`config.mk`:
```
export PLATFORM = sky130hd
export DESIGN_NAME = lru_buffer_pool_with_generations_unit
export DESIGN_NICKNAME = d
export VERILOG_FILES = /design/src/sv/lbp_pkg.sv /design/src/sv/lbp_ram.sv /design/src/sv/lbp_ctrl.sv /design/src/sv/lru_buffer_pool_with_generations_unit.sv
export SDC_FILE = /design/constraint.sdc
export NUM_CORES = 2
export LEC_CHECK = 0
export ABC_AREA = 1
export BUFFER_PORTS_ARGS = -buffer_cell sky130_fd_sc_hd__buf_2
export CAP_MARGIN = 10
export CORE_AREA = 2 2 347 349
export CTS_CLUSTER_SIZE = 12
export DETAILED_ROUTE_END_ITERATION = 10
export DIE_AREA = 0 0 349 351
export PLACE_DENSITY = 0.77
export SETUP_SLACK_MARGIN = 0.2
export SYNTH_ARGS = -nofsm -noshare
export SYNTH_HDL_FRONTEND = slang
export SYNTH_SLANG_ARGS = --single-unit
```
`constraint.sdc`:
```
create_clock -name clock -period 6.1 [get_ports clock]
set_input_delay 0 -clock clock [delete_from_list [all_inputs] [get_ports clock]]
set_output_delay 0 -clock clock [all_outputs]
set_load 0.005 [all_outputs]
```
`src/sv/lbp_pkg.sv`:
```
// lbp_pkg: command and status codes and the result record of the buffer pool unit
// no dependencies; imported by lbp_ctrl and lru_buffer_pool_with_generations_unit
`timescale 1ns / 1ps
`default_nettype none

package lbp_pkg;

   localparam int unsigned INDEX_W   = 6;
   localparam int unsigned VERSION_W = 16;
   localparam int unsigned GROW_W    = 7;
   localparam logic [GROW_W-1:0] GROW_RESET = 7'd4;

   typedef enum logic [1:0] {
      CMD_ALLOC   = 2'd0,
      CMD_RELEASE = 2'd1,
      CMD_PIN     = 2'd2,
      CMD_UNPIN   = 2'd3
   } lbp_cmd_type;

   typedef enum logic [2:0] {
      ST_OK     = 3'd0,
      ST_NOFREE = 3'd1,
      ST_UNUSED = 3'd2,
      ST_LOST   = 3'd3,
      ST_FULL   = 3'd4
   } lbp_status_type;

   typedef struct packed {
      lbp_status_type         status;
      logic [INDEX_W-1:0]     index;
      logic [VERSION_W-1:0]   version;
   } lbp_rsp_type;

endpackage

`default_nettype wire

```
`src/sv/lbp_ram.sv`:
```
// lbp_ram: generic single-clock ram, one write port and one registered read port
// no dependencies
`timescale 1ns / 1ps
`default_nettype none

module lbp_ram #(
   parameter int unsigned WIDTH = 8,
   parameter int unsigned DEPTH = 16
) (
   input  wire logic                     clock,
   input  wire logic                     wr_en,
   input  wire logic [$clog2(DEPTH)-1:0] wr_addr,
   input  wire logic [WIDTH-1:0]         wr_data,
   input  wire logic [$clog2(DEPTH)-1:0] rd_addr,
   output logic [WIDTH-1:0]              rd_data
);

   logic [WIDTH-1:0] mem_ff [DEPTH];
   logic [WIDTH-1:0] rd_data_ff;

   always_ff @(posedge clock) begin
      if (wr_en) begin
         mem_ff[wr_addr] <= wr_data;
      end
      rd_data_ff <= mem_ff[rd_addr];
   end

   assign rd_data = rd_data_ff;

endmodule

`default_nettype wire

```
`src/sv/lbp_ctrl.sv`:
```
// lbp_ctrl: sequencer for the recency list, kept as a ring in one ram
// depends on lbp_pkg and lbp_ram
`timescale 1ns / 1ps
`default_nettype none

module lbp_ctrl #(
   parameter int unsigned POOL_BLOCKS  = 64,
   parameter int unsigned VERSION_BITS = 16
) (
   input  wire logic                            clock,
   input  wire logic                            reset,
   input  wire logic                            req_valid,
   output logic                                 req_ready,
   input  wire lbp_pkg::lbp_cmd_type            req_cmd,
   input  wire logic [lbp_pkg::INDEX_W-1:0]     req_index,
   input  wire logic [lbp_pkg::VERSION_W-1:0]   req_version,
   input  wire logic [lbp_pkg::GROW_W-1:0]      grow_step,
   output logic                                 res_valid,
   input  wire logic                            res_ready,
   output lbp_pkg::lbp_rsp_type                 res
);
   import lbp_pkg::*;

   localparam int unsigned IDX_W = $clog2(POOL_BLOCKS);
   localparam int unsigned CNT_W = $clog2(POOL_BLOCKS + 1);
   localparam int unsigned VER_W = VERSION_BITS;
   localparam int unsigned ENT_W = VER_W + IDX_W;
   localparam logic [CNT_W-1:0] N_CNT  = CNT_W'(POOL_BLOCKS);
   localparam logic [IDX_W:0]   N_WRAP = (IDX_W + 1)'(POOL_BLOCKS);
   localparam logic [IDX_W-1:0] LAST   = IDX_W'(POOL_BLOCKS - 1);

   typedef enum logic [2:0] {
      S_IDLE,
      S_GROW,
      S_ALLOC_WR,
      S_SEARCH,
      S_SHIFT,
      S_DONE
   } state_type;

   state_type            state_ff, state_in;
   logic [IDX_W-1:0]     head_ff, head_in;
   logic [CNT_W-1:0]     len_ff, len_in;
   logic [CNT_W-1:0]     used_ff, used_in;
   lbp_cmd_type          cmd_ff, cmd_in;
   logic [IDX_W-1:0]     hidx_ff, hidx_in;
   logic [VER_W-1:0]     hver_ff, hver_in;
   logic [CNT_W-1:0]     cnt_ff, cnt_in;
   logic [CNT_W-1:0]     lim_ff, lim_in;
   logic                 pend_v_ff, pend_v_in;
   logic [IDX_W-1:0]     pend_pos_ff, pend_pos_in;
   logic [IDX_W-1:0]     sh_pos_ff, sh_pos_in;
   lbp_rsp_type          rsp_ff, rsp_in;

   logic                 ram_we;
   logic [IDX_W-1:0]     ram_wa;
   logic [ENT_W-1:0]     ram_wd;
   logic [IDX_W-1:0]     ram_ra;
   logic [ENT_W-1:0]     ram_rd;
   logic                 rd_issue;

   logic [IDX_W-1:0]     head_dec;
   logic [IDX_W-1:0]     head_inc;
   logic [GROW_W-1:0]    step_w;
   logic [CNT_W-1:0]     avail;
   logic [CNT_W-1:0]     grow_k;
   logic                 hit;
   logic [VER_W-1:0]     next_ver;

   // logical list position to ram address
   function automatic logic [IDX_W-1:0] phys(input logic [IDX_W-1:0] base,
                                             input logic [IDX_W-1:0] lg);
      logic [IDX_W:0] s;
      s = {1'b0, base} + {1'b0, lg};
      if (s >= N_WRAP) begin
         s = s - N_WRAP;
      end
      return s[IDX_W-1:0];
   endfunction

   lbp_ram #(
      .WIDTH (ENT_W),
      .DEPTH (POOL_BLOCKS)
   ) u_order_ram (
      .clock   (clock),
      .wr_en   (ram_we),
      .wr_addr (ram_wa),
      .wr_data (ram_wd),
      .rd_addr (ram_ra),
      .rd_data (ram_rd)
   );

   assign head_dec = (head_ff == '0) ? LAST : head_ff - 1'b1;
   assign head_inc = (head_ff == LAST) ? '0 : head_ff + 1'b1;
   assign step_w   = (grow_step == '0) ? GROW_W'(1) : grow_step;
   assign avail    = N_CNT - used_ff;
   assign grow_k   = (32'(step_w) < 32'(avail)) ? CNT_W'(32'(step_w)) : avail;
   assign hit      = pend_v_ff && (ram_rd[IDX_W-1:0] == hidx_ff) &&
                     (ram_rd[ENT_W-1:IDX_W] == hver_ff);
   assign next_ver = ram_rd[ENT_W-1:IDX_W] + 1'b1;

   always_comb begin
      state_in    = state_ff;
      head_in     = head_ff;
      len_in      = len_ff;
      used_in     = used_ff;
      cmd_in      = cmd_ff;
      hidx_in     = hidx_ff;
      hver_in     = hver_ff;
      cnt_in      = cnt_ff;
      lim_in      = lim_ff;
      pend_v_in   = pend_v_ff;
      pend_pos_in = pend_pos_ff;
      sh_pos_in   = sh_pos_ff;
      rsp_in      = rsp_ff;
      ram_we      = 1'b0;
      ram_wa      = '0;
      ram_wd      = '0;
      ram_ra      = '0;
      rd_issue    = 1'b0;

      unique case (state_ff)
         S_IDLE: begin
            if (req_valid) begin
               cmd_in         = req_cmd;
               hidx_in        = IDX_W'(32'(req_index));
               hver_in        = VER_W'(32'(req_version));
               rsp_in.status  = ST_OK;
               rsp_in.index   = '0;
               rsp_in.version = '0;
               if (req_cmd == CMD_ALLOC) begin
                  if (len_ff == '0) begin
                     if (used_ff >= N_CNT) begin
                        rsp_in.status = ST_NOFREE;
                        state_in      = S_DONE;
                     end else begin
                        lim_in         = grow_k;
                        cnt_in         = '0;
                        rsp_in.index   = INDEX_W'(32'(used_ff + grow_k - 1'b1));
                        rsp_in.version = VERSION_W'(1);
                        state_in       = S_GROW;
                     end
                  end else begin
                     rd_issue = 1'b1;
                     ram_ra   = phys(head_ff, IDX_W'(len_ff - 1'b1));
                     state_in = S_ALLOC_WR;
                  end
               end else if (32'(req_index) >= 32'(used_ff)) begin
                  rsp_in.status = ST_UNUSED;
                  state_in      = S_DONE;
               end else if (req_cmd == CMD_UNPIN) begin
                  if (len_ff >= N_CNT) begin
                     rsp_in.status = ST_FULL;
                  end else begin
                     ram_we  = 1'b1;
                     ram_wa  = head_dec;
                     ram_wd  = {VER_W'(32'(req_version)), IDX_W'(32'(req_index))};
                     head_in = head_dec;
                     len_in  = len_ff + 1'b1;
                  end
                  state_in = S_DONE;
               end else if (len_ff == '0) begin
                  rsp_in.status = (req_cmd == CMD_PIN) ? ST_LOST : ST_OK;
                  state_in      = S_DONE;
               end else begin
                  cnt_in    = '0;
                  pend_v_in = 1'b0;
                  state_in  = S_SEARCH;
               end
            end
         end

         // fresh indices, the last one goes to the front with generation one
         S_GROW: begin
            ram_we = 1'b1;
            ram_wa = phys(head_ff, IDX_W'(cnt_ff));
            if (cnt_ff == '0) begin
               ram_wd = {VER_W'(1), IDX_W'(used_ff + lim_ff - 1'b1)};
            end else begin
               ram_wd = {VER_W'(0), IDX_W'(used_ff + cnt_ff - 1'b1)};
            end
            cnt_in = cnt_ff + 1'b1;
            if (cnt_ff == lim_ff - 1'b1) begin
               used_in  = used_ff + lim_ff;
               len_in   = lim_ff;
               state_in = S_DONE;
            end
         end

         S_ALLOC_WR: begin
            ram_we         = 1'b1;
            ram_wa         = head_dec;
            ram_wd         = {next_ver, ram_rd[IDX_W-1:0]};
            head_in        = head_dec;
            rsp_in.index   = INDEX_W'(32'(ram_rd[IDX_W-1:0]));
            rsp_in.version = VERSION_W'(32'(next_ver));
            state_in       = S_DONE;
         end

         S_SEARCH: begin
            if (hit) begin
               pend_v_in = 1'b0;
               if (pend_pos_ff == '0) begin
                  if (cmd_ff == CMD_PIN) begin
                     head_in = head_inc;
                     len_in  = len_ff - 1'b1;
                  end
                  state_in = S_DONE;
               end else begin
                  cnt_in    = CNT_W'(pend_pos_ff);
                  sh_pos_in = pend_pos_ff - 1'b1;
                  state_in  = S_SHIFT;
               end
            end else if (cnt_ff < len_ff) begin
               rd_issue    = 1'b1;
               ram_ra      = phys(head_ff, IDX_W'(cnt_ff));
               pend_v_in   = 1'b1;
               pend_pos_in = IDX_W'(cnt_ff);
               cnt_in      = cnt_ff + 1'b1;
            end else begin
               pend_v_in     = 1'b0;
               rsp_in.status = (cmd_ff == CMD_PIN) ? ST_LOST : ST_OK;
               state_in      = S_DONE;
            end
         end

         // move entries ahead of the match one place toward the back
         S_SHIFT: begin
            if (pend_v_ff) begin
               ram_we = 1'b1;
               ram_wa = phys(head_ff, pend_pos_ff);
               ram_wd = ram_rd;
            end
            if (cnt_ff != '0) begin
               rd_issue    = 1'b1;
               ram_ra      = phys(head_ff, sh_pos_ff);
               pend_v_in   = 1'b1;
               pend_pos_in = sh_pos_ff + 1'b1;
               sh_pos_in   = sh_pos_ff - 1'b1;
               cnt_in      = cnt_ff - 1'b1;
            end else begin
               pend_v_in = 1'b0;
               if (!pend_v_ff) begin
                  if (cmd_ff == CMD_PIN) begin
                     head_in = head_inc;
                     len_in  = len_ff - 1'b1;
                  end else begin
                     ram_we = 1'b1;
                     ram_wa = head_ff;
                     ram_wd = {hver_ff, hidx_ff};
                  end
                  state_in = S_DONE;
               end
            end
         end

         S_DONE: begin
            if (res_ready) begin
               state_in = S_IDLE;
            end
         end

         default: begin
            state_in = S_IDLE;
         end
      endcase
   end

   always_ff @(posedge clock) begin
      if (reset) begin
         state_ff  <= S_IDLE;
         head_ff   <= '0;
         len_ff    <= '0;
         used_ff   <= '0;
         pend_v_ff <= 1'b0;
      end else begin
         state_ff  <= state_in;
         head_ff   <= head_in;
         len_ff    <= len_in;
         used_ff   <= used_in;
         pend_v_ff <= pend_v_in;
      end
      cmd_ff      <= cmd_in;
      hidx_ff     <= hidx_in;
      hver_ff     <= hver_in;
      cnt_ff      <= cnt_in;
      lim_ff      <= lim_in;
      pend_pos_ff <= pend_pos_in;
      sh_pos_ff   <= sh_pos_in;
      rsp_ff      <= rsp_in;
   end

   assign req_ready = (state_ff == S_IDLE);
   assign res_valid = (state_ff == S_DONE);
   assign res       = rsp_ff;

   a_len_bound: assert property (@(posedge clock) disable iff (reset)
      len_ff <= N_CNT)
      else $error("list length above pool size");

   a_used_bound: assert property (@(posedge clock) disable iff (reset)
      used_ff <= N_CNT)
      else $error("used count above pool size");

   a_head_range: assert property (@(posedge clock) disable iff (reset)
      32'(head_ff) < POOL_BLOCKS)
      else $error("head pointer out of range");

   a_no_collide: assert property (@(posedge clock) disable iff (reset)
      (ram_we && rd_issue) |-> (ram_wa != ram_ra))
      else $error("read and write to the same entry in one cycle");

endmodule

`default_nettype wire

```
`src/sv/lru_buffer_pool_with_generations_unit.sv`:
```
// allocate: the tail entry moves to the front with its generation raised by one, or,
//   with an empty list, fresh indices are added. release / pin: search from the front,
//   then shift of the entries ahead of the match (one ram read port per cycle); unpin
//   writes the entry to the front. one transaction in work at a time; the next is taken
//   while a result waits in the output register. synchronous reset empties the list,
//   clears the used count and sets grow_step to 4; the list ram needs no clearing
`timescale 1ns / 1ps
`default_nettype none

module lru_buffer_pool_with_generations_unit #(
   parameter int unsigned POOL_BLOCKS  = 64,
   parameter int unsigned VERSION_BITS = 16
) (
   input  wire logic        clock,
   input  wire logic        reset,
   input  wire logic        req_tvalid,
   output logic             req_tready,
   input  wire logic [23:0] req_tdata,   // handle_index, handle_version, zero fill
   input  wire logic [1:0]  req_tuser,   // cmd
   output logic             rsp_tvalid,
   input  wire logic        rsp_tready,
   output logic [23:0]      rsp_tdata,   // out_index, out_version, zero fill
   output logic [2:0]       rsp_tuser,   // status
   input  wire logic        csr_wen,
   input  wire logic [6:0]  csr_wdata
);
   import lbp_pkg::*;

   logic [GROW_W-1:0] grow_ff;
   logic              res_valid;
   logic              res_ready;
   lbp_rsp_type       res;
   logic              rsp_valid_ff;
   lbp_rsp_type       rsp_ff;

   lbp_ctrl #(
      .POOL_BLOCKS  (POOL_BLOCKS),
      .VERSION_BITS (VERSION_BITS)
   ) u_ctrl (
      .clock       (clock),
      .reset       (reset),
      .req_valid   (req_tvalid),
      .req_ready   (req_tready),
      .req_cmd     (lbp_cmd_type'(req_tuser)),
      .req_index   (req_tdata[5:0]),
      .req_version (req_tdata[21:6]),
      .grow_step   (grow_ff),
      .res_valid   (res_valid),
      .res_ready   (res_ready),
      .res         (res)
   );

   assign res_ready = !rsp_valid_ff || rsp_tready;

   always_ff @(posedge clock) begin
      if (reset) begin
         grow_ff      <= GROW_RESET;
         rsp_valid_ff <= 1'b0;
      end else begin
         if (csr_wen) begin
            grow_ff <= csr_wdata;
         end
         if (res_ready) begin
            rsp_valid_ff <= res_valid;
         end
      end
      if (res_ready && res_valid) begin
         rsp_ff <= res;
      end
   end

   assign rsp_tvalid = rsp_valid_ff;
   assign rsp_tdata  = {2'b00, rsp_ff.version, rsp_ff.index};
   assign rsp_tuser  = rsp_ff.status;

endmodule

`default_nettype wire
```
==> impl_metrics.env <==
export IMPL_avgViaCountPerCell=6.06
export IMPL_core_um2=119000
export IMPL_insertion_delay_ns=0.80
export IMPL_path_cells="inv_1 -> ha_1 -> inv_1 -> nor2_2 -> nand4_2 -> nor2_4 -> inv_2 -> nor2_1 -> inv_1 -> nor2_1 -> nand2_1 -> inv_2 -> nand2_1 -> o2111ai_1 -> and2_1 -> nand2_2 -> nor2_2 -> buf_12"
export IMPL_synth_edf_count=1508
export IMPL_hold_slack_ns=0.0234
export IMPL_num_rows=127
export IMPL_path_class="flop to flop"
export IMPL_cts_clk_slew_worst_paths_ns=0.06
export IMPL_rsz0062_at_grt="no"
export IMPL_grt_start_max_net_pins=181
export IMPL_period_share=0.812
export IMPL_final_common_cell="nand3_1"
export IMPL_synthArstFlopShare=0
export IMPL_slowest_stage="nor2_2"
export IMPL_crit_path_max_fanout=18
export IMPL_io_pins=67
export IMPL_crit_buf_inv=6
export IMPL_htree_num_levels=4
export IMPL_fmax_ghz=0.202
export IMPL_die_x_um=349
export IMPL_hold_class="input port to flop"
export IMPL_slowest_delay_ns=0.61
export IMPL_grt_overflow_total=0
export IMPL_setup_viol=0
export IMPL_drc=0
export IMPL_ant_nets=0
export IMPL_die_area_um2=122000
export IMPL_cts_tree="built"
export IMPL_drt_iter0_drc=7720
export IMPL_post_drt_wl_per_cell_um=23.2
export IMPL_slew_violations=0
export IMPL_grt_pass1_wl_um=296000
export IMPL_ir_drop_mv=0.426
export IMPL_start_util=0.605
export IMPL_finalHoldViolations=0
export IMPL_placed_area_um2=74200
export IMPL_cts_root_buf="clkbuf_16"
export IMPL_cts_num_sinks=1562
export IMPL_drive_gt1_frac=0.0798
export IMPL_synth_area_leaders="edfxtp_1 (63%), nand3_1 (11%), inv_1 (5.8%), nand2_1 (5.7%), nand3b_1 (4.8%)"
export IMPL_antenna_found_initial=5
export IMPL_io_buffers=62
export IMPL_gp_congestion=0.968
export IMPL_avgSynthCellArea_um2=10.5
export IMPL_synth_seq_cells=1562
export IMPL_cp_start_kind="flop"
export IMPL_yosysSeqAreaShare=0.644
export IMPL_netlist_area_um2=72000
export IMPL_skew_ns=0.0400
export IMPL_netlist_instances=6851
export IMPL_leakagePower_nw=31.9
export IMPL_layout_min_cycle_time_ns=4.95
export IMPL_finalWirelength_um=199000
export IMPL_status="complete, no violations"
export IMPL_yosys_warnings=0
export IMPL_utilization=0.670
export IMPL_final_cell_mix="nand3_1 (1552), edfxtp_1 (1508), inv_1 (1118), nand2_1 (1075), nand3b_1 (462)"
export IMPL_design_area_um2=79700
export IMPL_synth_largest_area_cell="edfxtp_1"
export IMPL_clock_path_buffers=3
export IMPL_crit_required_ns=6.59
export IMPL_grt_pass1_vias=50400
export IMPL_track_usage=0.323
export IMPL_cts_setup_buffers=0
export IMPL_total_power_mw=39.1
export IMPL_syn_to_final_growth_pct=10.6
export IMPL_end_kind="flop"
export IMPL_dp_hpwl_um=113000
export IMPL_post_synth_top_area_fraction=0.629
export IMPL_power_density_nw_per_um2=490
export IMPL_fin_tns_setup_ns=0
export IMPL_worst_pin_slew_ns=1.24
export IMPL_arrival_ns=5.45
export IMPL_synth_cell_types=53
export IMPL_cpMostUsedCell="inv_1"
export IMPL_die_y_um=351
export IMPL_vias=51900
export IMPL_layout_nets=7031
export IMPL_ys_flop_type="edfxtp_1"
export IMPL_drv_cap=0
export IMPL_slew_headroom=0.174
export IMPL_crit_family="simple AND/OR/NAND/NOR gates"
export IMPL_numCtsBuffers=161
export IMPL_post_cts_resized=0
export IMPL_drtPass1Iterations=6
==> power breakdown <==
part	switching [mW]	internal, mW	total, mW
clock	3.98	5.13	9.11
combinational	11.6	4.25	15.9
sequential	0.538	13.5	14.1
==> through the flow <==
step	setup WS [ns]	cells
final	1.15	8563
after global routing	0.824	8563
after CTS	1.23	8562
after detailed placement	1.25	8227
after global placement	1.32	8227
after floorplan	0.884	6852
==> cell families (layout without fill, tap and decap cells) <==
family,after synthesis,count (layout),share of synthesized area
xor+xnor,65,65,0.00790
flops,1562,1562,0.644
simple gates,3351,3351,0.228
compound gates,250,250,0.0206
buf+inv,1541,1703,0.0847
other cells,1,3,0.0000521
fa+ha+maj,81,81,0.0148
==> metal layers <==
| layer | part of all wire | wire length [um] | GRT usage | vias to the layer above |
|---|---|---|---|---|
| li1 | - | - | - | 23400 |
| met1 | 0.37 | 72600 | 0.413 | 24800 |
| met4 | 0.056 | 11200 | 0.183 | 2 |
| met2 | 0.47 | 93000 | 0.518 | 3131 |
| met5 | 0.00083 | 164 | 0.00942 | - |
| met3 | 0.11 | 21700 | 0.0646 | 625 |
==> registers in the layout (all words and copies together) (netlist names), 7 cells and up <==
register,count
u_ctrl.hver_ff,16
grow_ff,7
u_ctrl.lim_ff,7
rsp_tdata,22
u_ctrl.len_ff,7
u_ctrl.used_ff,7
u_ctrl.u_order_ram.mem_ff,1408
u_ctrl.cnt_ff,7
u_ctrl.res,25
u_ctrl.u_order_ram.rd_data,22
==> synth_stat cells (all sizes together) (2+ instances only) <==
library cell / instances
dfxtp: 54
a31oi: 6
xnor2: 15
nand4: 9
clkinv: 4
buf: 226
a21o: 3
o22ai: 6
nand2: 1097
fa: 7
nor2: 184
ha: 74
a21oi: 80
nor3: 22
nor4: 7
a221o: 4
o21a: 5
inv: 1145
o2111ai: 4
a211oi: 2
clkbuf: 166
o21ai: 95
a22oi: 6
xor2: 50
edfxtp: 1508
nor3b: 4
a221oi: 12
o221ai: 15
nand3b: 462
nand3: 1558
o211ai: 7
or2: 6
==> what timing repair did <==
action | in CTS | in global routing
setup endpoints to repair | 0 | 0
endpoints found under the hold margin | 72 | 0
hold buffers | 70 | 0
==> final timing paths <==
kind                            cells past startpoint  slack [ns]                                          to                        start
worst max-delay path                               18        1.15  u_ctrl.u_order_ram.mem_ff[45][5]$_DFFE_PP_   u_ctrl.cnt_ff[1]$_DFFE_PP_
worst min-delay path                                2        0.02                 u_ctrl.hidx_ff[4]$_DFFE_PP_                 req_tdata[4]
worst max register to register                     18        1.15  u_ctrl.u_order_ram.mem_ff[45][5]$_DFFE_PP_   u_ctrl.cnt_ff[1]$_DFFE_PP_
worst min register to register                      0        0.42                     rsp_tdata[14]$_DFFE_PP_  u_ctrl.res[8]$_SDFFCE_PN0P_
==> layout make-up <==
cell class | count | area [um2]
fill | 8460 | 39300
clock buffer | 220 | 4390
sequential | 1562 | 46400
tap | 1548 | 1940
inverter | 1149 | 4330
antenna | 1 | 2.50
clock inverter | 45 | 370
timing repair buffer | 289 | 2450
multi-input combinational | 3749 | 19900
(Power assumes the default switching activity.)
